[src/rtl/cc8_pkg.sv]
// ----------------------------------------------------------------------------
// cc8_pkg: shared types and constants for the ChaCha8 stream cipher
// Holds the constant rows, register indexes, queue item type and the
// quarter-round / double-round helper functions.
// ----------------------------------------------------------------------------
package cc8_pkg;

  localparam int unsigned QDepth  = 4;
  localparam int unsigned QAw     = $clog2(QDepth);
  localparam int unsigned NumDr   = 4;
  localparam int unsigned DrCntW  = $clog2(NumDr + 1);

  typedef enum logic [2:0] {
    REG_KEY01  = 3'd0,
    REG_KEY23  = 3'd1,
    REG_KEY45  = 3'd2,
    REG_KEY67  = 3'd3,
    REG_LONG   = 3'd4,
    REG_NONCE  = 3'd5
  } reg_idx_e;

  localparam logic [31:0] ConstLong  [4] = '{32'h61707865, 32'h3320646e,
                                              32'h79622d32, 32'h6b206574};
  localparam logic [31:0] ConstShort [4] = '{32'h61707865, 32'h3120646e,
                                              32'h79622d36, 32'h6b206574};

  typedef logic [31:0] word_t;
  typedef word_t [15:0] state_t;

  // One accepted item, classified by the front end.
  typedef struct packed {
    logic [63:0] data;
    logic [3:0]  count;
    logic        msg_end;
    logic [7:0]  mask;      // valid bytes
    logic [2:0]  lane;      // 8-byte lane of the block
    logic        new_blk;   // item needs a fresh block
  } item_t;

  function automatic word_t rotl(input word_t v, input int unsigned n);
    rotl = (v << n) | (v >> (32 - n));
  endfunction

  function automatic state_t qr(input state_t s, input int unsigned a,
                                input int unsigned b, input int unsigned c,
                                input int unsigned d);
    state_t t;
    t = s;
    t[a] = t[a] + t[b]; t[d] = rotl(t[d] ^ t[a], 16);
    t[c] = t[c] + t[d]; t[b] = rotl(t[b] ^ t[c], 12);
    t[a] = t[a] + t[b]; t[d] = rotl(t[d] ^ t[a], 8);
    t[c] = t[c] + t[d]; t[b] = rotl(t[b] ^ t[c], 7);
    qr = t;
  endfunction

  function automatic state_t double_round(input state_t s);
    state_t t;
    t = qr(s, 0, 4, 8, 12);
    t = qr(t, 1, 5, 9, 13);
    t = qr(t, 2, 6, 10, 14);
    t = qr(t, 3, 7, 11, 15);
    t = qr(t, 0, 5, 10, 15);
    t = qr(t, 1, 6, 11, 12);
    t = qr(t, 2, 7, 8, 13);
    t = qr(t, 3, 4, 9, 14);
    double_round = t;
  endfunction

endpackage

[src/rtl/cc8_front.sv]
// ----------------------------------------------------------------------------
// cc8_front: item classifier
// Tracks lane position and marks which items start a fresh keystream block.
// ----------------------------------------------------------------------------
module cc8_front (
  input  logic              clk_i,
  input  logic              rst_ni,
  input  logic              in_valid_i,
  input  logic              in_ready_i,
  input  logic [63:0]       data_i,
  input  logic [3:0]        count_i,
  input  logic              end_i,
  input  logic              flush_i,
  output cc8_pkg::item_t    item_o
);

  logic       held_q, held_d;
  logic [2:0] lane_q, lane_d;
  logic       full8;
  logic [7:0] mask;

  assign full8 = (count_i >= 4'd8);

  always_comb begin
    mask = '0;
    for (int i = 0; i < 8; i++) begin
      mask[i] = full8 || (4'(i) < count_i);
    end
  end

  always_comb begin
    item_o.data    = data_i;
    item_o.count   = count_i;
    item_o.msg_end = end_i;
    item_o.mask    = mask;
    item_o.lane    = held_q ? lane_q : 3'd0;
    item_o.new_blk = !held_q;
  end

  always_comb begin
    held_d = held_q;
    lane_d = lane_q;
    if (in_valid_i && in_ready_i) begin
      if (item_o.lane == 3'd7 || end_i || !full8) begin
        held_d = 1'b0;
        lane_d = 3'd0;
      end else begin
        held_d = 1'b1;
        lane_d = item_o.lane + 3'd1;
      end
    end
    if (flush_i) begin
      held_d = 1'b0;
      lane_d = 3'd0;
    end
  end

  always_ff @(posedge clk_i or negedge rst_ni) begin
    if (!rst_ni) begin
      held_q <= 1'b0;
      lane_q <= 3'd0;
    end else begin
      held_q <= held_d;
      lane_q <= lane_d;
    end
  end

endmodule

[config.mk]
export PLATFORM = sky130hd
export DESIGN_NAME = cc8_front
export DESIGN_NICKNAME = d
export VERILOG_FILES = /design/src/rtl/cc8_pkg.sv /design/src/rtl/cc8_front.sv
export SDC_FILE = /design/constraint.sdc
export NUM_CORES = 1
export LEC_CHECK = 0
export BUFFER_PORTS_ARGS = -buffer_cell sky130_fd_sc_hd__buf_2
export CAP_MARGIN = 25
export CORE_ASPECT_RATIO = 0.5
export CORE_UTILIZATION = 28
export DETAILED_ROUTE_END_ITERATION = 12
export GPL_TIMING_DRIVEN = 0
export PLACE_DENSITY = 0.94
export SYNTH_ARGS = -nofsm -noshare
export SYNTH_HDL_FRONTEND = slang
export SYNTH_SLANG_ARGS = --single-unit
[constraint.sdc]
create_clock -name clk_i -period 2.2 [get_ports clk_i]
set_input_delay 0.11 -clock clk_i [delete_from_list [all_inputs] [get_ports clk_i]]
set_output_delay 0.11 -clock clk_i [all_outputs]
set_load 0.01 [all_outputs]
==> impl_metrics.tcl, run 1 <==
set metrics [dict create \
    dpl.hpwl_mm 2.07 \
    first_pass_iters 4 \
    post_cts.repair.setup_buffers 0 \
    viasPerCell 3.78 \
    cts_tree "done" \
    worst_pin_slew_ns 0.328 \
    vias 857 \
    crit_required_ns 2.35 \
    rows 13 \
    path_max_fanout 5 \
    reg2reg_slack_ns 0.59 \
    dr.first_iter.drc_count 3 \
    maxSlewHeadroom 0.781 \
    grt_max_degree 9 \
    place_congestion 0.668 \
    finalNetCount 268 \
    syn_area_per_cell_um2 8.38 \
    worstSetupEndpointType "flop" \
    syn-num-nets 172 \
    fin_crit_ns 1.61 \
    reg2reg_to "lane_q[1]$_DFFE_PN0P_" \
    cts.sinks 4 \
    clkLatencyLatePin_ns 0.22 \
    antenna_cells 0 \
    fp.dieW_um 77.8 \
    synth_warnings 0 \
    critPathLaunchType "flop" \
    grt_pass1_wl_mm 2.87 \
    numPortBuffers 90 \
    grt_usage 0.120 \
    rsz0062_at_grt "no" \
    outcome "finished, final reports clean" \
    fin_skew_ns 0.00251 \
    syn_inst 96 \
    p_per_area_nw_per_um2 342 \
    rr_worst_depth 5 \
    vdd_drop_max_uv 311 \
    min_period_over_period 0.732 \
    ctsResizeCount 0 \
    cap_viol_max_count 0 \
    pin_count 155 \
    ys_seq_area_frac 0.124 \
    slew_violations 0 \
    clock_path_buffers 2 \
    die_y_um 39.9 \
    cts_root_buffer "clkbuf_8" \
    core_area_um2 2650 \
    start_util 0.303 \
    fmax_ghz 0.621 \
    clkTransAtPathRegs_ns 0.03 \
    pre_cts_slack_ns 0.586 \
    die-area_um2 3100 \
    wl_mm 2.28 \
    synth.distinct_cells 18 \
    critPathArrivalTime_ns 1.76 \
    hold_class "in -> async" \
    ys_ff_latch 4 \
    gr-total-overflow 0 \
    drc 0 \
    tns_ns 0 \
    netlist_area_um2 805 \
    path_class "reg -> reg" \
    area_growth_pct 68.1 \
    antenna_found_initial 0 \
    cts_max_level 1 \
    power_leakage_nw 0.848 \
    setup_viol 0 \
    setup_slack_ns 0.590 \
    fin_util 0.510 \
    first_global_vias 645 \
    avgRoutedWirePerCell_um 10.0 \
    nFillCells 264 \
    r2r_start "held_q$_DFFE_PN0P_" \
    finalHoldViolCount 0 \
    ant_nets 0 \
    cts_made_buffers 3 \
    drive_gt1_frac 0.874 \
]
[kinds of logic after synthesis]
family          after synthesis  synth area share
buf+inv                      72             0.658
compound gates                9            0.0918
simple gates                  9            0.0949
flops                         4             0.124
fa+ha+maj                     2            0.0311
[cell usage after synthesis (all sizes together)]
master | n | area [um2]
a31o | 1 | 8.76
nor4b | 1 | 23.8
a22o | 1 | 8.76
nand2b | 1 | 6.26
dfrtp | 4 | 100
ha | 2 | 25.0
clkbuf | 1 | 3.75
a21oi | 1 | 5.00
a32o | 3 | 30.0
or2 | 2 | 12.5
o21ai | 1 | 5.00
nand2 | 1 | 3.75
or3 | 1 | 11.3
and2 | 3 | 18.8
buf | 69 | 518
inv | 2 | 7.51
a21o | 2 | 16.3
[worst max-delay path, cell delays in order, from the launching register on]
cell,delay [ns]
dfrtp_1,0.41
and2_1,0.18
ha_1,0.20
ha_1,0.21
nor4b_4,0.34
a32o_1,0.21
[placed cells by master (no fill, tap or decap), types with 2 or more instances in the layout]
cell type	instances
or2_1	2
clkbuf_8	3
inv_1	2
buf_4	69
and2_1	3
dfrtp_1	4
buf_2	90
ha_1	2
a32o_1	3
[sequential cells by signal (all words and copies together) (netlist names)]
name    cells
lane_q      3
held_q      1
[how the worst max path moves through the flow]
stage | startpoint | to | slack, ns | depth (start not counted)
6_report | held_q$_DFFE_PN0P_ | lane_q[1]$_DFFE_PN0P_ | 0.59 | 5
5_1_grt | held_q$_DFFE_PN0P_ | lane_q[2]$_DFFE_PN0P_ | 0.51 | 5
4_1_cts | held_q$_DFFE_PN0P_ | lane_q[1]$_DFFE_PN0P_ | 0.57 | 5
3_5_place_dp | held_q$_DFFE_PN0P_ | lane_q[1]$_DFFE_PN0P_ | 0.59 | 5
3_3_place_gp | held_q$_DFFE_PN0P_ | lane_q[1]$_DFFE_PN0P_ | 0.64 | 5
2_1_floorplan | held_q$_DFFE_PN0P_ | lane_q[0]$_DFFE_PN0P_ | 0.67 | 5
[power breakdown]
group	switching [mW]	internal (mW)	total, mW	leakage (nW)
clock	0.0373	0.117	0.154	0.0216
sequential	0.000941	0.0752	0.0761	0.0555
combinational	0.0930	0.140	0.233	0.771
[final cells by class]
cell class / count / area (um2) / area share
well taps: 37 / 46.3 / 0.0342
clock buffers: 3 / 41.3 / 0.0305
inverters: 2 / 7.51 / 0.00555
multi-input cells: 20 / 175 / 0.130
repair buffers: 91 / 460 / 0.340
plain buffers: 70 / 522 / 0.386
flip-flops and latches: 4 / 100 / 0.0740
[routing by layer]
metal	GRT usage	wire length (um)	vias to the layer above	share of wire
met5	0	0	-	0
met4	0.0613	15	0	0.0066
met3	0.0279	212	2	0.093
met2	0.232	1360	43	0.60
met1	0.131	695	385	0.30
li1	-	-	427	-
[through the flow]
step           power [mW]  cell area (um2)  hold slack (ns)  instances
6_report            0.463             1350            0.236        227
2_1_floorplan       0.224              805           -0.186         96
5_1_grt             0.494             1350            0.247        227
3_3_place_gp        0.307             1300          -0.0830        223
4_1_cts             0.470             1350            0.223        227
3_5_place_dp        0.311             1300          -0.0804        223
[what timing repair did]
item                                   in CTS  in global routing
endpoints found under the hold margin       4                  0
hold buffers                                1                  0
setup endpoints to repair                   0                  0
Note: power is estimated with default switching activity, not from simulation.
==> run 2, diff against run 1 <==
--- a/config.mk
+++ b/config.mk
@@ -8,10 +8,10 @@
 export BUFFER_PORTS_ARGS = -buffer_cell sky130_fd_sc_hd__buf_2
 export CAP_MARGIN = 25
 export CORE_ASPECT_RATIO = 0.5
-export CORE_UTILIZATION = 28
+export CORE_UTILIZATION = 23
 export DETAILED_ROUTE_END_ITERATION = 12
 export GPL_TIMING_DRIVEN = 0
-export PLACE_DENSITY = 0.94
+export PLACE_DENSITY = 0.83
 export SYNTH_ARGS = -nofsm -noshare
 export SYNTH_HDL_FRONTEND = slang
 export SYNTH_SLANG_ARGS = --single-unit
==> constraint.sdc (replaced) <==
create_clock -name clk_i -period 1.4 [get_ports clk_i]
set_input_delay 0.07 -clock clk_i [delete_from_list [all_inputs] [get_ports clk_i]]
set_output_delay 0.07 -clock clk_i [all_outputs]
set_load 0.01 [all_outputs]
==> impl_metrics.tcl, run 2 (synthesized netlist as in run 1, its figures left out) <==
set metrics [dict create \
    outcome "finished, violations left" \
    violations "setup timing" \
    grt_pass1_wl_mm 3.28 \
    placedCellCount 234 \
    viasPerCell 3.56 \
    crit_required_ns 1.55 \
    mostFrequentLayoutCells "90 x buf_2, 70 x buf_4, 4 x dfrtp_1" \
    start_util 0.254 \
    reg2reg_slack_ns -0.08 \
    critPathLaunchType "flop" \
    vdd_drop_max_uv 542 \
    gr-total-overflow 0 \
    antenna_cells 0 \
    min_period_over_period 1.06 \
    setup_slack_ns -0.0799 \
    path_class "reg -> reg" \
    clkLatencyLatePin_ns 0.22 \
    cap_viol_max_count 0 \
    cts.sinks 4 \
    fmax_ghz 0.676 \
    critPathArrivalTime_ns 1.63 \
    finalNetCount 269 \
    drc 0 \
    placed_cell_area_um2 1340 \
    area_growth_pct 74.2 \
    place_congestion 0.674 \
    cts_root_buffer "clkbuf_8" \
    first_global_vias 727 \
    fin_skew_ns 0.00516 \
    dpl.hpwl_mm 2.12 \
    cts_tree "done" \
    p_per_area_nw_per_um2 523 \
    worst_pin_slew_ns 0.384 \
    first_pass_iters 5 \
    cts_max_level 1 \
    fin_crit_ns 1.48 \
    setup_viol 4 \
    regMostFlops "lane_q" \
    drive_gt1_frac 0.895 \
    fp.dieW_um 85.6 \
    clkTransAtPathRegs_ns 0.03 \
    fin_cells 239 \
    path_max_fanout 5 \
    numPortBuffers 90 \
    fin_hold_ws_ns 0.188 \
    vias 852 \
    core_area_um2 3170 \
    finalHoldViolCount 0 \
    slew_violations 0 \
    die_y_um 43.8 \
    maxSlewHeadroom 0.744 \
    grt_max_degree 9 \
    cts_made_buffers 3 \
    hold_class "in -> async" \
    rsz0062_at_grt "yes" \
    wl_mm 2.40 \
    power_leakage_nw 0.846 \
    pre_cts_slack_ns -0.146 \
    ant_nets 0 \
    antenna_found_initial 0 \
    dr.first_iter.drc_count 24 \
    worstSetupEndpointType "flop" \
    top_regs "lane_q: 3 flops, held_q: 1 flops" \
    final_common_cell "buf_2" \
    rows 14 \
    die-area_um2 3750 \
    clock_path_buffers 2 \
    avgRoutedWirePerCell_um 10.0 \
    largest_register_ffs 3 \
    pin_count 155 \
    tns_ns -0.264 \
    final_area_um2 1400 \
    grt_usage 0.110 \
]
## run 2: changes by cell type in the layout (fill, tap and decap cells not counted), sizes merged
| cell | delta |
|---|---|
| buf | +1 |
## run 2: area by class of cell
type / instances / area [um2]
fill: 329 / 1770
buffer: 70 / 522
timing repair buffer: 92 / 468
multi-input combinational: 20 / 203
sequential: 4 / 100
tap: 48 / 60.1
clock buffer: 3 / 41.3
inverter: 2 / 7.51
## run 2: metrics by stage
step,utilization,power (mW)
2_1_floorplan,-,0.353
3_3_place_gp,0.423,0.484
3_5_place_dp,0.423,0.489
4_1_cts,0.442,0.743
5_1_grt,0.442,0.778
6_report,0.442,0.733
## run 2: worst paths after layout
path	from	to	depth (start not counted)
max	held_q$_DFFE_PN0P_	lane_q[1]$_DFFE_PN0P_	6
min	rst_ni	lane_q[2]$_DFFE_PN0P_	2
max reg2reg	held_q$_DFFE_PN0P_	lane_q[1]$_DFFE_PN0P_	6
min reg2reg	lane_q[2]$_DFFE_PN0P_	lane_q[2]$_DFFE_PN0P_	1
max in group asynchronous	rst_ni	lane_q[0]$_DFFE_PN0P_	2
min in group clk_i	end_i	held_q$_DFFE_PN0P_	3
## run 2: layer usage
layer / track usage / share of wire / up-vias
li1: - / - / 430
met1: 0.120 / 0.36 / 380
met2: 0.214 / 0.57 / 42
met3: 0.0324 / 0.070 / 0
met4: 0.0300 / 0 / 0
met5: 0 / 0 / -
## run 2: critical path, cell delays in order (launching register included)
cell and delay [ns]:
dfrtp_1 0.40, nand2_1 0.11, inv_2 0.06, ha_4 0.16, ha_4 0.15, nor4b_4 0.31
a32o_1 0.21
## run 2: power breakdown
group          internal, mW  switching, mW  total (mW)
Combinational         0.221          0.148       0.369
Clock                 0.183         0.0608       0.244
Sequential            0.118        0.00142       0.120
## run 2: timing repair
action / in CTS / in global routing
gates resized for setup: 0 / 0
setup endpoints to repair: 4 / 4
hold endpoints to repair: 4 / 0
setup buffers: 1 / 0
pin swaps: 4 / 1
hold buffers: 1 / 0
==> run 3, diff against run 2 <==
--- a/config.mk
+++ b/config.mk
@@ -11,7 +11,7 @@
 export CORE_UTILIZATION = 23
 export DETAILED_ROUTE_END_ITERATION = 12
 export GPL_TIMING_DRIVEN = 0
-export PLACE_DENSITY = 0.83
+export PLACE_DENSITY_LB_ADDON = 0.12
 export SYNTH_ARGS = -nofsm -noshare
 export SYNTH_HDL_FRONTEND = slang
 export SYNTH_SLANG_ARGS = --single-unit
==> constraint.sdc (replaced) <==
create_clock -name clk_i -period 1.4 [get_ports clk_i]
set_input_delay 0.07 -clock clk_i [delete_from_list [all_inputs] [get_ports clk_i]]
set_output_delay 0.07 -clock clk_i [all_outputs]
set_load 0.02 [all_outputs]
==> impl_metrics.tcl, run 3 (synthesized netlist as in run 1, its figures left out) <==
set metrics [dict create \
    power_leakage_nw 0.847 \
    violations "setup timing" \
    worst_pin_slew_ns 0.323 \
    pre_cts_slack_ns -0.157 \
    die_y_um 43.8 \
    rows 14 \
    drc 0 \
    path_class "reg -> reg" \
    cts.sinks 4 \
    outcome "finished, violations left" \
    critPathLaunchType "flop" \
    gr-total-overflow 0 \
    finalHoldViolCount 0 \
    reg2reg_to "lane_q[1]$_DFFE_PN0P_" \
    grt_pass1_wl_mm 2.99 \
    setup_viol 4 \
    cts_max_level 1 \
    top_regs "lane_q: 3 flops, held_q: 1 flops" \
    viasPerCell 3.59 \
    die-area_um2 3750 \
    hold_class "in -> async" \
    cts_made_buffers 3 \
    clkTransAtPathRegs_ns 0.03 \
    avgRoutedWirePerCell_um 9.90 \
    startpoint "held_q$_DFFE_PN0P_" \
    area_growth_pct 74.5 \
    fin_crit_ns 1.46 \
    finalNetCount 269 \
    cts_tree "done" \
    fmax_ghz 0.686 \
    first_pass_iters 2 \
    wl_mm 2.37 \
    clkLatencyLatePin_ns 0.22 \
    ant_nets 0 \
    place_congestion 0.600 \
    first_global_vias 675 \
    pin_count 155 \
    mostFrequentLayoutCells "90 x buf_2, 70 x buf_4, 4 x dfrtp_1" \
    core_area_um2 3170 \
    p_per_area_nw_per_um2 589 \
    grt_max_degree 9 \
    cts_root_buffer "clkbuf_8" \
    fp.dieW_um 85.6 \
    regMostFlops "lane_q" \
    clock_path_buffers 2 \
    drive_gt1_frac 0.901 \
    rsz0062_at_grt "yes" \
    vias 859 \
    worstSetupEndpointType "flop" \
    vdd_drop_max_uv 703 \
    final_area_um2 1400 \
    tns_ns -0.187 \
    placed_cell_area_um2 1340 \
    min_period_over_period 1.04 \
    fin_skew_ns 0.00240 \
    rr_worst_depth 5 \
    antenna_found_initial 0 \
    cap_viol_max_count 0 \
    antenna_cells 0 \
    setup_slack_ns -0.0581 \
    dr.first_iter.drc_count 8 \
    path_max_fanout 4 \
    fin_cells 239 \
    crit_required_ns 1.56 \
    reg2reg_slack_ns -0.06 \
    numPortBuffers 90 \
    power_mw 0.827 \
    r2r_start "held_q$_DFFE_PN0P_" \
    slew_violations 0 \
    placedCellCount 234 \
    maxSlewHeadroom 0.785 \
    grt_usage 0.102 \
    start_util 0.254 \
    critPathArrivalTime_ns 1.61 \
    cp-endpoint "lane_q[1]$_DFFE_PN0P_" \
    nFillCells 339 \
    final_common_cell "buf_2" \
    largest_register_ffs 3 \
]
[run 3: through the flow]
| step | utilization | hold WS [ns] |
|---|---|---|
| floorplan | - | -0.226 |
| global placement | 0.423 | -0.117 |
| detailed placement | 0.423 | -0.119 |
| CTS | 0.442 | 0.182 |
| global route | 0.443 | 0.207 |
| finish | 0.443 | 0.181 |
[run 3: timing repair]
action | in CTS | in global routing
resized for setup | 0 | 1
endpoints found under the hold margin | 4 | 0
hold buffers | 1 | 0
pin swaps | 4 | 2
setup buffers | 1 | 0
endpoints found under the setup margin | 4 | 4
[run 3: how the worst min path moves through the flow]
stage | end | slack [ns] | cells after the start
2_1_floorplan | held_q$_DFFE_PN0P_ | -0.23 | 0
3_3_place_gp | lane_q[1]$_DFFE_PN0P_ | -0.12 | 1
3_5_place_dp | lane_q[1]$_DFFE_PN0P_ | -0.12 | 1
4_1_cts | lane_q[1]$_DFFE_PN0P_ | 0.18 | 2
5_1_grt | lane_q[1]$_DFFE_PN0P_ | 0.21 | 2
6_report | lane_q[1]$_DFFE_PN0P_ | 0.18 | 2
[run 3: layer usage]
layer / GRT usage / vias up / routed length, um
li1: - / 433 / -
met1: 0.0941 / 378 / 813
met2: 0.213 / 44 / 1310
met3: 0.0229 / 4 / 202
met4: 0.0600 / 0 / 36
met5: 0 / - / 0
[run 3: worst max-delay path, stage by stage, from the launching register on]
cell and delay, ns:
dfrtp_1 0.41, and2_4 0.17, ha_4 0.16, ha_4 0.15, nor4b_4 0.29, a32o_1 0.21
[run 3: power breakdown]
group / total [mW] / internal (mW) / leakage, nW / switching, mW
clock: 0.249 / 0.184 / 0.0216 / 0.0655
combinational: 0.458 / 0.222 / 0.770 / 0.236
sequential: 0.120 / 0.118 / 0.0555 / 0.00161
[run 3: area by class of cell]
cell class,instances,area (um2),area share
Timing Repair Buffer,92,468,0.333
Inverter,2,7.51,0.00535
Sequential cell,4,100,0.0713
Multi-Input combinational cell,20,205,0.146
Buffer,70,522,0.372
Tap cell,48,60.1,0.0428
Clock buffer,3,41.3,0.0294
