==> config.mk <==
export PLATFORM = sky130hd
export DESIGN_NAME = cc8_queue
export DESIGN_NICKNAME = d
export VERILOG_FILES = /design/src/rtl/cc8_pkg.sv /design/src/rtl/cc8_queue.sv
export SDC_FILE = /design/constraint.sdc
export NUM_CORES = 1
export LEC_CHECK = 0
export ABC_CLOCK_PERIOD_IN_PS = 8750
export BUFFER_PORTS_ARGS = -buffer_cell sky130_fd_sc_hd__buf_2
export CAP_MARGIN = 10
export CORE_AREA = 2 2 189 191
export DETAILED_ROUTE_END_ITERATION = 6
export DIE_AREA = 0 0 191 193
export PLACE_DENSITY = 0.64
export RECOVER_POWER = 25
export SYNTH_ARGS = -nofsm -noshare
export SYNTH_HDL_FRONTEND = slang
export SYNTH_SLANG_ARGS = --single-unit
==> constraint.sdc <==
create_clock -name clk_i -period 8.75 [get_ports clk_i]
set_clock_uncertainty 0.2 [all_clocks]
set_input_delay 0.4375 -clock clk_i [delete_from_list [all_inputs] [get_ports clk_i]]
set_output_delay 0.4375 -clock clk_i [all_outputs]
set_load 0.1 [all_outputs]
==> src/rtl/cc8_pkg.sv <==
// ----------------------------------------------------------------------------
// cc8_pkg: shared types and constants for the ChaCha8 stream cipher
// Holds the constant rows, register indexes, queue item type and the
// quarter-round / double-round helper functions.
// ----------------------------------------------------------------------------
package cc8_pkg;

  localparam int unsigned QDepth  = 4;
  localparam int unsigned QAw     = $clog2(QDepth);
  localparam int unsigned NumDr   = 4;
  localparam int unsigned DrCntW  = $clog2(NumDr + 1);

  typedef enum logic [2:0] {
    REG_KEY01  = 3'd0,
    REG_KEY23  = 3'd1,
    REG_KEY45  = 3'd2,
    REG_KEY67  = 3'd3,
    REG_LONG   = 3'd4,
    REG_NONCE  = 3'd5
  } reg_idx_e;

  localparam logic [31:0] ConstLong  [4] = '{32'h61707865, 32'h3320646e,
                                              32'h79622d32, 32'h6b206574};
  localparam logic [31:0] ConstShort [4] = '{32'h61707865, 32'h3120646e,
                                              32'h79622d36, 32'h6b206574};

  typedef logic [31:0] word_t;
  typedef word_t [15:0] state_t;

  // One accepted item, classified by the front end.
  typedef struct packed {
    logic [63:0] data;
    logic [3:0]  count;
    logic        msg_end;
    logic [7:0]  mask;      // valid bytes
    logic [2:0]  lane;      // 8-byte lane of the block
    logic        new_blk;   // item needs a fresh block
  } item_t;

  function automatic word_t rotl(input word_t v, input int unsigned n);
    rotl = (v << n) | (v >> (32 - n));
  endfunction

  function automatic state_t qr(input state_t s, input int unsigned a,
                                input int unsigned b, input int unsigned c,
                                input int unsigned d);
    state_t t;
    t = s;
    t[a] = t[a] + t[b]; t[d] = rotl(t[d] ^ t[a], 16);
    t[c] = t[c] + t[d]; t[b] = rotl(t[b] ^ t[c], 12);
    t[a] = t[a] + t[b]; t[d] = rotl(t[d] ^ t[a], 8);
    t[c] = t[c] + t[d]; t[b] = rotl(t[b] ^ t[c], 7);
    qr = t;
  endfunction

  function automatic state_t double_round(input state_t s);
    state_t t;
    t = qr(s, 0, 4, 8, 12);
    t = qr(t, 1, 5, 9, 13);
    t = qr(t, 2, 6, 10, 14);
    t = qr(t, 3, 7, 11, 15);
    t = qr(t, 0, 5, 10, 15);
    t = qr(t, 1, 6, 11, 12);
    t = qr(t, 2, 7, 8, 13);
    t = qr(t, 3, 4, 9, 14);
    double_round = t;
  endfunction

endpackage

==> src/rtl/cc8_queue.sv <==
// ----------------------------------------------------------------------------
// cc8_queue: item queue between front and back
// Small FIFO of classified items.
// ----------------------------------------------------------------------------
module cc8_queue (
  input  logic              clk_i,
  input  logic              rst_ni,
  input  logic              wr_i,
  input  cc8_pkg::item_t    wdata_i,
  output logic              full_o,
  input  logic              rd_i,
  output cc8_pkg::item_t    rdata_o,
  output logic              empty_o
);

  cc8_pkg::item_t mem_q [cc8_pkg::QDepth];
  logic [cc8_pkg::QAw-1:0] wp_q, rp_q;
  logic [cc8_pkg::QAw:0]   cnt_q;

  assign full_o  = (cnt_q == (cc8_pkg::QAw+1)'(cc8_pkg::QDepth));
  assign empty_o = (cnt_q == '0);
  assign rdata_o = mem_q[rp_q];

  always_ff @(posedge clk_i) begin
    if (wr_i) begin
      mem_q[wp_q] <= wdata_i;
    end
  end

  always_ff @(posedge clk_i or negedge rst_ni) begin
    if (!rst_ni) begin
      wp_q  <= '0;
      rp_q  <= '0;
      cnt_q <= '0;
    end else begin
      if (wr_i) wp_q <= wp_q + 1'b1;
      if (rd_i) rp_q <= rp_q + 1'b1;
      cnt_q <= cnt_q + (cc8_pkg::QAw+1)'(wr_i) - (cc8_pkg::QAw+1)'(rd_i);
    end
  end

`ifndef SYNTHESIS
  a_no_overflow: assert property (@(posedge clk_i) disable iff (!rst_ni)
    full_o |-> !wr_i) else $error("queue write while full");
  a_no_underflow: assert property (@(posedge clk_i) disable iff (!rst_ni)
    empty_o |-> !rd_i) else $error("queue read while empty");
  a_cnt_range: assert property (@(posedge clk_i) disable iff (!rst_ni)
    cnt_q <= (cc8_pkg::QAw+1)'(cc8_pkg::QDepth)) else $error("queue count out of range");
`endif

endmodule

==> impl_metrics.py, run 1 <==
metrics = {
    "grt": {
        "globalRoute.totalOverflow": 0,
        "grt_pass1_wl_mm": 35.1,
        "maximum_number_of_pins_on_one_net_before_global_route_repair": 58,
        "all_layer_global_routing_usage_pct": 12.8,
        "grt_antenna_before_repair": 0,
        "first_global_vias": 6098,
    },
    "timing": {
        "final-hold-violation-count": 0,
        "fin_crit_ns": 3.99,
        "tightestPinTransition_ns": 1.06,
        "slew_headroom_pct": 29.1,
        "rsz0062_at_grt": "no",
        "report.final.slew_viol_count": 0,
        "setup_violations": 0,
        "whs_ns": 0.155,
        "min_period_over_period_pct": 45.6,
        "finalSetupTns_ns": 0,
        "max_clock_freq_mhz": 251,
    },
    "logic_synthesis": {
        "synth-seq-cells": 331,
        "synth.yosys.seq_area_share_pct": 82.0,
        "synth_area_sq_um": 12100,
        "synth_cell_type_count": 16,
        "syn_inst": 457,
        "syn_avg_cell_area_sq_um": 26.4,
        "synth_top_cell_area_share_pct": 80.5,
        "synthDominantAreaCellType": "sky130_fd_sc_hd__edfxtp_1",
        "synth_nets": 549,
        "yosys_warnings": 0,
        "synth.top_cells.by_area": "sky130_fd_sc_hd__edfxtp_1 (81%), sky130_fd_sc_hd__mux4_2 (15%), sky130_fd_sc_hd__dfrtp_1 (1.4%)",
    },
    "flow_run": {
        "max_cap_violations": 0,
    },
    "floorplan": {
        "core_area_sq_um": 35000,
        "chipHeight_um": 193,
        "starting_density_of_the_core_pct": 34.6,
        "ioPinCount": 168,
        "die-area_sq_um": 36900,
        "die_width_um": 191,
        "num_rows": 69,
    },
    "setup_path": {
        "data_arrival_critical_path_ns": 3.35,
        "path_buf_inv": 2,
        "crit_chain": "buf_4, mux4_2, buf_2",
        "worstSetupEndpointType": "primary output",
        "reg2regPathDepth": 4,
        "critPathKind": "flop to primary output",
        "cp.depth": 3,
        "worst-endpoint-required_ns": 8.11,
        "r2r_end": "mem_q[0][38]$_DFFE_PP_",
        "timing.critical_path.to": "rdata_o[22]",
        "timing.critical_path.max_delay_family": "flip-flops",
        "cp_slowest_cell": "sky130_fd_sc_hd__dfrtp_4",
        "reg2reg_from": "wp_q[0]$_DFFE_PN0P_",
        "critical-path-max-stage-delay_ns": 1.13,
        "cp-startpoint": "rp_q[0]$_DFFE_PN0P_",
        "critical_path.max_fanout": 49,
        "ff2ff_setup_slack_ns": 6.24,
        "critPathLaunchType": "flop",
    },
    "layout": {
        "final_layout_size_suffix_gt1_share_pct": 33.9,
        "design.final.nets": 825,
        "area_growth_pct": 26.4,
        "antennaDiodeCount": 0,
    },
    "clock_tree": {
        "worstSkewPairLatency_ns": 0.51,
        "cts.reportedPaths.clkPinSlew_ns": 0.06,
        "ctsResizeCount": 0,
        "cts_buffers": 35,
        "post-cts-setup-buffer-count": 0,
        "library_cell_used_as_clock_root_buffer": "sky130_fd_sc_hd__clkbuf_16",
        "number_of_buffers_inserted_by_hold_repair_at_cts": 84,
        "numClockSinks": 331,
        "cts_tree": "built",
        "max-clock-path-buffers": 3,
        "htree_num_levels": 2,
    },
    "routing": {
        "wl_final_mm": 23.1,
        "route.vias.total": 5676,
        "final_antenna_net_count": 0,
        "wl_per_cell_um": 19.0,
        "dr.first_iter.drc_count": 275,
        "drt_first_pass_iters": 5,
        "post-route-drc-count": 0,
        "route.detailed.vias_per_inst": 4.66,
    },
    "placement": {
        "post-dp-hpwl_mm": 12.8,
        "gp_routability_congestion": 0.637,
        "portBuffers": 167,
    },
    "run_status": {
        "status": "finished, final reports clean",
    },
    "min_path": {
        "tightest_hold_check_type": "input port to asynchronous set/reset pin",
    },
}
worst reg2reg max path, delay by kind of cell (launching register included):
| kind | cells | cell delay (ns) |
|---|---|---|
| adder cells (fa/ha/maj) | 1 | 0.14 |
| buffers and inverters | 2 | 0.83 |
| flip-flops | 1 | 0.42 |
| AND/OR/NAND/NOR | 1 | 0.52 |
Yosys cell counts:
cell / number
sky130_fd_sc_hd__and2_1: 4
sky130_fd_sc_hd__and3_1: 1
sky130_fd_sc_hd__buf_2: 9
sky130_fd_sc_hd__buf_4: 1
sky130_fd_sc_hd__buf_6: 8
sky130_fd_sc_hd__dfrtp_1: 7
sky130_fd_sc_hd__edfxtp_1: 324
sky130_fd_sc_hd__fa_1: 1
sky130_fd_sc_hd__ha_1: 6
sky130_fd_sc_hd__inv_1: 6
sky130_fd_sc_hd__mux4_2: 81
sky130_fd_sc_hd__nand2_1: 2
sky130_fd_sc_hd__nor3_1: 1
sky130_fd_sc_hd__o21ai_0: 1
sky130_fd_sc_hd__xnor2_1: 3
sky130_fd_sc_hd__xor2_1: 2
kinds of logic (layout without fill, tap and decap cells):
logic type | count (synthesis) | after routing | share of synthesized area, %
AND/OR/NAND/NOR | 8 | 8 | 0.362
XOR/XNOR | 5 | 5 | 0.363
buffers and inverters | 24 | 325 | 1.37
AO/OA/AOI/OAI | 1 | 1 | 0.0414
multiplexers | 81 | 81 | 15.1
flip-flops | 331 | 331 | 82.0
adder cells (fa/ha/maj) | 7 | 7 | 0.787
area by class of cell:
cell class              count  area (sq um)
well taps                 461           577
fillers                  3002         19700
inverters                   6          22.5
clock inverters            16          97.6
repair buffers            257          1660
clock buffers              46           980
multi-input cells         102          2020
flip-flops and latches    331          9910
worst min path at each step:
stage	from	endpoint	slack, ns	cells past startpoint
after floorplan	rst_ni	cnt_q[0]$_DFF_PN0_	-0.06	0
after CTS	rst_ni	rp_q[0]$_DFFE_PN0P_	0.06	2
after global placement	rst_ni	cnt_q[1]$_DFF_PN0_	0.08	1
after detailed placement	rst_ni	rp_q[1]$_DFFE_PN0P_	0.08	1
final	rst_ni	cnt_q[2]$_DFF_PN0_	0.16	2
after global routing	rst_ni	cnt_q[0]$_DFF_PN0_	0.15	2
per-stage QoR:
step / cell area (sq um) / setup WS [ns] / cells / utilization, %
floorplan: 12100 / 5.60 / 457 / -
global placement: 13400 / 5.19 / 1073 / 38.4
detailed placement: 13400 / 5.15 / 1073 / 38.4
CTS: 15300 / 4.57 / 1219 / 43.9
global route: 15300 / 4.43 / 1219 / 43.7
finish: 15300 / 4.76 / 1219 / 43.7
placed cells by master, fill, tap and decap left out:
cell	n
sky130_fd_sc_hd__edfxtp_1	324
sky130_fd_sc_hd__buf_2	118
sky130_fd_sc_hd__dlygate4sd3_1	84
sky130_fd_sc_hd__mux4_2	81
sky130_fd_sc_hd__clkbuf_1	56
sky130_fd_sc_hd__clkbuf_16	37
sky130_fd_sc_hd__clkinv_1	9
sky130_fd_sc_hd__inv_1	6
sky130_fd_sc_hd__ha_1	6
sky130_fd_sc_hd__buf_4	6
sky130_fd_sc_hd__clkinv_2	5
sky130_fd_sc_hd__dfrtp_1	5
sky130_fd_sc_hd__and2_4	4
sky130_fd_sc_hd__xnor2_1	3
sky130_fd_sc_hd__xor2_1	2
sky130_fd_sc_hd__nand2_1	2
sky130_fd_sc_hd__clkbuf_8	2
sky130_fd_sc_hd__dfrtp_4	2
sky130_fd_sc_hd__nor3_1	1
sky130_fd_sc_hd__and3_1	1
sky130_fd_sc_hd__o21ai_0	1
sky130_fd_sc_hd__fa_1	1
sky130_fd_sc_hd__bufinv_16	1
sky130_fd_sc_hd__clkinv_4	1
state kept, by name, summed over array words and instances (netlist names):
| name | flops |
|---|---|
| wp_q | 2 |
| cnt_q | 3 |
| rp_q | 2 |
| mem_q | 324 |
metal layers:
metal / wire, um / up-vias / track usage [%]
met5: 0 / - / 0
met3: 1370 / 50 / 3.40
met2: 11900 / 154 / 22.2
met4: 660 / 0 / 5.34
met1: 9190 / 2962 / 15.2
li1: - / 2510 / -
Power of run 1 is left out: the tool's default activity adds up to more than one toggle a clock period on the data nets, which glitch-free logic cannot reach.
==> run 2: changes to the inputs <==
--- a/config.mk
+++ b/config.mk
@@ -5,13 +5,13 @@
 export SDC_FILE = /design/constraint.sdc
 export NUM_CORES = 1
 export LEC_CHECK = 0
-export ABC_CLOCK_PERIOD_IN_PS = 8750
+export ABC_CLOCK_PERIOD_IN_PS = 3300
 export BUFFER_PORTS_ARGS = -buffer_cell sky130_fd_sc_hd__buf_2
 export CAP_MARGIN = 10
 export CORE_AREA = 2 2 189 191
 export DETAILED_ROUTE_END_ITERATION = 6
 export DIE_AREA = 0 0 191 193
-export PLACE_DENSITY = 0.64
+export PLACE_DENSITY = 0.66
 export RECOVER_POWER = 25
 export SYNTH_ARGS = -nofsm -noshare
 export SYNTH_HDL_FRONTEND = slang
==> constraint.sdc (replaced) <==
create_clock -name clk_i -period 3.3 [get_ports clk_i]
set_clock_uncertainty 0.2 [all_clocks]
set_input_delay 0.165 -clock clk_i [delete_from_list [all_inputs] [get_ports clk_i]]
set_output_delay 0.165 -clock clk_i [all_outputs]
set_load 0.1 [all_outputs]
==> run 2 against run 1 <==
  * Die area did not move
  * Final cell count is 0.66% higher
  * Global-route usage shrank 0.40 points
  * Sequential share of layout area is 0.86 points lower
  * Worst setup slack worse by 4.2 ns
  * Sequential cell count unchanged
  * Routed wire length is 1.5% lower
==> impl_metrics.py, run 2 (synthesis gave the netlist of run 1 again) <==
metrics = {
    "run_status": {
        "status": "finished, final reports clean",
    },
    "layout": {
        "design.final.nets": 833,
        "most-common-layout-cells": "sky130_fd_sc_hd__edfxtp_1 (324), sky130_fd_sc_hd__buf_2 (120), sky130_fd_sc_hd__dlygate4sd3_1 (85), sky130_fd_sc_hd__mux4_2 (81), sky130_fd_sc_hd__clkbuf_1 (50)",
        "layout.filler_cells": 2989,
        "mostFrequentLayoutCell": "sky130_fd_sc_hd__edfxtp_1",
        "flip_flop_count_of_the_largest_register_after_layout": 324,
        "final_layout_size_suffix_gt1_share_pct": 35.4,
        "area.sequential_sq_um": 9910,
        "fin_util_pct": 44.3,
        "finish.cell_count_without_fillers": 1227,
        "largest-register": "mem_q",
        "antennaDiodeCount": 0,
        "biggestRegsByFlops": "mem_q x324, cnt_q x3",
        "area_growth_pct": 28.1,
        "multi_input_area_sq_um": 2020,
    },
    "timing": {
        "min_period_over_period_pct": 83.2,
        "setup_violations": 0,
        "finalSetupTns_ns": 0,
        "max_clock_freq_mhz": 364,
        "rsz0062_at_grt": "no",
        "report.final.slew_viol_count": 0,
        "fin_crit_ns": 2.75,
        "final-hold-violation-count": 0,
        "tightestPinTransition_ns": 0.573,
        "slew_headroom_pct": 61.8,
    },
    "clock_tree": {
        "cts.reportedPaths.clkPinSlew_ns": 0.05,
        "cts_buffers": 36,
        "library_cell_used_as_clock_root_buffer": "sky130_fd_sc_hd__clkbuf_16",
        "numClockSinks": 331,
        "ctsResizeCount": 0,
        "cts_tree": "built",
        "max-clock-path-buffers": 3,
        "worstSkewPairLatency_ns": 0.53,
        "htree_num_levels": 2,
    },
    "routing": {
        "drt_first_pass_iters": 4,
        "post-route-drc-count": 0,
        "route.vias.total": 5634,
        "wl_per_cell_um": 18.6,
        "dr.first_iter.drc_count": 278,
        "route.detailed.vias_per_inst": 4.59,
        "wl_final_mm": 22.8,
        "final_antenna_net_count": 0,
    },
    "placement": {
        "gp_routability_congestion": 0.663,
        "portBuffers": 167,
        "dp_cells": 1079,
        "post-dp-hpwl_mm": 13.3,
    },
    "floorplan": {
        "die-area_sq_um": 36900,
        "num_rows": 69,
        "chipHeight_um": 193,
        "core_area_sq_um": 35000,
        "ioPinCount": 168,
        "starting_density_of_the_core_pct": 34.6,
        "die_width_um": 191,
    },
    "flow_run": {
        "max_cap_violations": 0,
    },
    "grt": {
        "grt_antenna_before_repair": 1,
        "maximum_number_of_pins_on_one_net_before_global_route_repair": 47,
        "all_layer_global_routing_usage_pct": 12.4,
        "globalRoute.totalOverflow": 0,
        "grt_pass1_wl_mm": 34.3,
        "first_global_vias": 6093,
    },
    "setup_path": {
        "critical-path-max-stage-delay_ns": 0.79,
        "critical_path.max_fanout": 36,
        "crit_chain": "buf_12, mux4_2, buf_2",
        "cp_slowest_cell": "sky130_fd_sc_hd__dfrtp_4",
        "reg2regPathDepth": 4,
        "worstSetupEndpointType": "primary output",
        "data_arrival_critical_path_ns": 2.38,
        "critPathLaunchType": "flop",
        "worst-endpoint-required_ns": 2.93,
        "critPathKind": "flop to primary output",
    },
    "min_path": {
        "min_delay_path_depth": 3,
        "tightest_hold_check_type": "input port to flop",
    },
}
[run 2: cell count changes in the layout (fill, tap and decap cells not counted)]
cell,before,now
sky130_fd_sc_hd__inv_6,0,3
sky130_fd_sc_hd__clkbuf_1,56,50
sky130_fd_sc_hd__clkbuf_8,2,0
sky130_fd_sc_hd__dlygate4sd3_1,84,85
sky130_fd_sc_hd__clkinv_2,5,7
sky130_fd_sc_hd__clkinv_4,1,2
sky130_fd_sc_hd__buf_4,6,5
sky130_fd_sc_hd__clkinv_1,9,8
sky130_fd_sc_hd__buf_2,118,120
sky130_fd_sc_hd__buf_12,0,7
sky130_fd_sc_hd__bufinv_16,1,3
[run 2: through the flow]
step | instance area, sq um | hold slack [ns] | worst slack, ns
global route | 15500 | 0.165 | 0.446
floorplan | 12100 | -0.331 | 0.145
detailed placement | 13500 | -0.189 | 1.06
finish | 15500 | 0.178 | 0.555
global placement | 13500 | -0.191 | 1.10
CTS | 15500 | 0.138 | 0.469
[run 2: metal layers]
metal	vias to the layer above	share of wire [%]	track usage, %
met5	-	0.057	0
met4	2	1.7	3.67
met3	30	6.1	4.05
met2	151	50	20.5
met1	2913	42	15.7
li1	2538	-	-
[run 2: repair_timing]
| item | CTS | global route |
|---|---|---|
| buffers inserted | 0 | 0 |
| hold buffers | 85 | 0 |
| endpoints found under the hold margin | 344 | 0 |
[run 2: critical path, delay by kind of cell, from the launching register on]
| family | cells | cell delay [ns] |
|---|---|---|
| buffers and inverters | 2 | 0.74 |
| muxes | 1 | 0.27 |
| DFF | 1 | 0.79 |
[run 2: path summary, 6_finish.rpt]
check,from,endpoint,slack (ns)
setup / recovery,rp_q[1]$_DFFE_PN0P_,rdata_o[46],0.55
hold / removal,rd_i,rp_q[0]$_DFFE_PN0P_,0.18
setup reg to reg,wp_q[0]$_DFFE_PN0P_,mem_q[2][48]$_DFFE_PP_,1.42
hold reg to reg,wp_q[0]$_DFFE_PN0P_,wp_q[0]$_DFFE_PN0P_,0.33
max in group asynchronous,rst_ni,rp_q[0]$_DFFE_PN0P_,2.21
min in group asynchronous,rst_ni,cnt_q[0]$_DFF_PN0_,0.40
[run 2: final cells by class]
class                      instances  area share (%)
tap                              461            3.73
clock inverter                    23            1.29
inverter                           6           0.146
timing repair buffer             264            11.7
clock buffer                      40            6.06
sequential                       331            64.1
multi-input combinational        102            13.1
Power of run 2 is left out for the same reason.
==> run 3: changes to the inputs <==
--- a/config.mk
+++ b/config.mk
@@ -5,7 +5,7 @@
 export SDC_FILE = /design/constraint.sdc
 export NUM_CORES = 1
 export LEC_CHECK = 0
-export ABC_CLOCK_PERIOD_IN_PS = 3300
+export ABC_CLOCK_PERIOD_IN_PS = 2300
 export BUFFER_PORTS_ARGS = -buffer_cell sky130_fd_sc_hd__buf_2
 export CAP_MARGIN = 10
 export CORE_AREA = 2 2 189 191
==> constraint.sdc (replaced) <==
create_clock -name clk_i -period 2.3 [get_ports clk_i]
set_clock_uncertainty 0.2 [all_clocks]
set_input_delay 0.115 -clock clk_i [delete_from_list [all_inputs] [get_ports clk_i]]
set_output_delay 0.115 -clock clk_i [all_outputs]
set_load 0.1 [all_outputs]
==> run 3 against run 2 <==
  * The flow now finishes with violations (negative setup slack)
  * Worst setup slack lost 0.64 ns
  * Utilization grew 3.4 points
  * Final area grew 7.6%
  * Highest routed layer is now met4
  * Hold slack lost 0.033 ns
  * Critical endpoint is now rdata_o[4]
  * Non-clock buffer count grew 22
  * Sequential cell count is the same
  * Sequential share of layout area shrank 4.5 points
  * Largest cell class unchanged
  * Final cell count grew 1.7%
  * Critical path type unchanged
==> impl_metrics.py, run 3 (synthesis gave the netlist of run 1 again) <==
metrics = {
    "timing": {
        "max_clock_freq_mhz": 420,
        "min_period_over_period_pct": 104,
        "finalSetupTns_ns": -2.64,
        "fin_crit_ns": 2.38,
        "final.setup.worst_slack_ns": -0.0830,
        "final-hold-violation-count": 0,
        "whs_ns": 0.146,
        "slew_headroom_pct": 67.4,
        "report.final.slew_viol_count": 0,
        "rsz0062_at_grt": "yes",
        "setup_violations": 70,
        "tightestPinTransition_ns": 0.492,
    },
    "floorplan": {
        "ioPinCount": 168,
        "starting_density_of_the_core_pct": 34.6,
        "die_width_um": 191,
        "chipHeight_um": 193,
        "die-area_sq_um": 36900,
        "num_rows": 69,
        "core_area_sq_um": 35000,
    },
    "setup_path": {
        "critical_path.max_fanout": 8,
        "worst-endpoint-required_ns": 1.99,
        "critPathLaunchType": "flop",
        "data_arrival_critical_path_ns": 2.07,
        "ff2ff_setup_slack_ns": 0.41,
        "critPathKind": "flop to primary output",
        "worstSetupEndpointType": "primary output",
    },
    "layout": {
        "most-common-layout-cells": "sky130_fd_sc_hd__edfxtp_1 (324), sky130_fd_sc_hd__dlygate4sd3_1 (85), sky130_fd_sc_hd__mux4_2 (81), sky130_fd_sc_hd__buf_6 (50), sky130_fd_sc_hd__clkbuf_1 (49)",
        "final_layout_size_suffix_gt1_share_pct": 37.1,
        "antennaDiodeCount": 0,
        "flip_flop_count_of_the_largest_register_after_layout": 324,
        "design.final.nets": 854,
        "fin_util_pct": 47.6,
        "biggestRegsByFlops": "mem_q x324, cnt_q x3",
        "largest-register": "mem_q",
        "area_growth_pct": 37.9,
        "multi_input_area_sq_um": 2030,
        "area.sequential_sq_um": 9910,
        "layout.filler_cells": 2867,
        "mostFrequentLayoutCell": "sky130_fd_sc_hd__edfxtp_1",
    },
    "flow_run": {
        "max_cap_violations": 0,
    },
    "routing": {
        "route.vias.total": 5733,
        "final_antenna_net_count": 0,
        "dr.first_iter.drc_count": 216,
        "post-route-drc-count": 0,
        "wl_per_cell_um": 19.5,
        "drt_first_pass_iters": 6,
        "wl_final_mm": 24.3,
        "route.detailed.vias_per_inst": 4.59,
    },
    "grt": {
        "all_layer_global_routing_usage_pct": 13.1,
        "groute.layer.met1.usage_pct": 16.3,
        "maximum_number_of_pins_on_one_net_before_global_route_repair": 47,
        "grt_use_met2_pct": 22.9,
        "globalRoute.totalOverflow": 0,
        "grt_antenna_before_repair": 0,
        "busiest_layer": "met2",
        "first_global_vias": 6355,
        "grt_util_met3_pct": 2.99,
        "grt_pass1_wl_mm": 35.9,
    },
    "clock_tree": {
        "cts.reportedPaths.clkPinSlew_ns": 0.06,
        "worstSkewPairLatency_ns": 0.51,
        "cts_buffers": 35,
        "cts_tree": "built",
        "numClockSinks": 331,
        "library_cell_used_as_clock_root_buffer": "sky130_fd_sc_hd__clkbuf_16",
        "htree_num_levels": 2,
        "max-clock-path-buffers": 3,
    },
    "min_path": {
        "tightest_hold_check_type": "input port to flop",
    },
    "run_status": {
        "status": "complete, but fails checks",
        "violations": "negative setup slack",
    },
    "placement": {
        "worst_setup_slack_before_clock_tree_synthesis_ns": 0.182,
        "portBuffers": 167,
        "gp_routability_congestion": 0.647,
        "post-dp-hpwl_mm": 14.3,
    },
}
## run 3: metal layers
metal	vias to the layer above	routed length (um)
li1	2580	-
met1	2991	10300
met5	-	0
met2	132	12300
met4	0	478
met3	30	1160
## run 3: layout make-up
class,instances,area share [%]
Inverter,6,0.135
Timing Repair Buffer,286,18.2
Multi-Input combinational cell,102,12.2
Clock buffer,44,5.72
Clock inverter,18,0.811
Sequential cell,331,59.5
Tap cell,461,3.46
## run 3: repair_timing
action | in CTS | in global routing
hold buffers | 85 | 0
gates resized for setup | 130 | 16
gates cloned | 1 | 5
pin swaps | 0 | 0
setup buffers | 5 | 1
hold endpoints to repair | 342 | 0
setup endpoints to repair | 81 | 81
## run 3: path summary, 6_finish.rpt
kind / start / to / cells past startpoint
max reg2reg: cnt_q[0]$_DFF_PN0_ / cnt_q[2]$_DFF_PN0_ / 7
max in group asynchronous: rst_ni / rp_q[1]$_DFFE_PN0P_ / 3
min: rd_i / rp_q[0]$_DFFE_PN0P_ / 3
min reg2reg: wp_q[0]$_DFFE_PN0P_ / wp_q[0]$_DFFE_PN0P_ / 1
max: rp_q[0]$_DFFE_PN0P_ / rdata_o[4] / 4
min in group asynchronous: rst_ni / rp_q[0]$_DFFE_PN0P_ / 3
## run 3: worst max-delay path, stage by stage (launching register included)
cell and delay, ns:
sky130_fd_sc_hd__dfrtp_4 0.44, sky130_fd_sc_hd__buf_12 0.18, sky130_fd_sc_hd__clkbuf_16 0.19, sky130_fd_sc_hd__mux4_2 0.54, sky130_fd_sc_hd__buf_12 0.19
## run 3: stage by stage
step / instance area, sq um / instances
floorplan: 12100 / 457
global placement: 14100 / 1089
detailed placement: 14100 / 1089
CTS: 16500 / 1242
global route: 16700 / 1248
finish: 16700 / 1248
Power of run 3 is left out for the same reason.
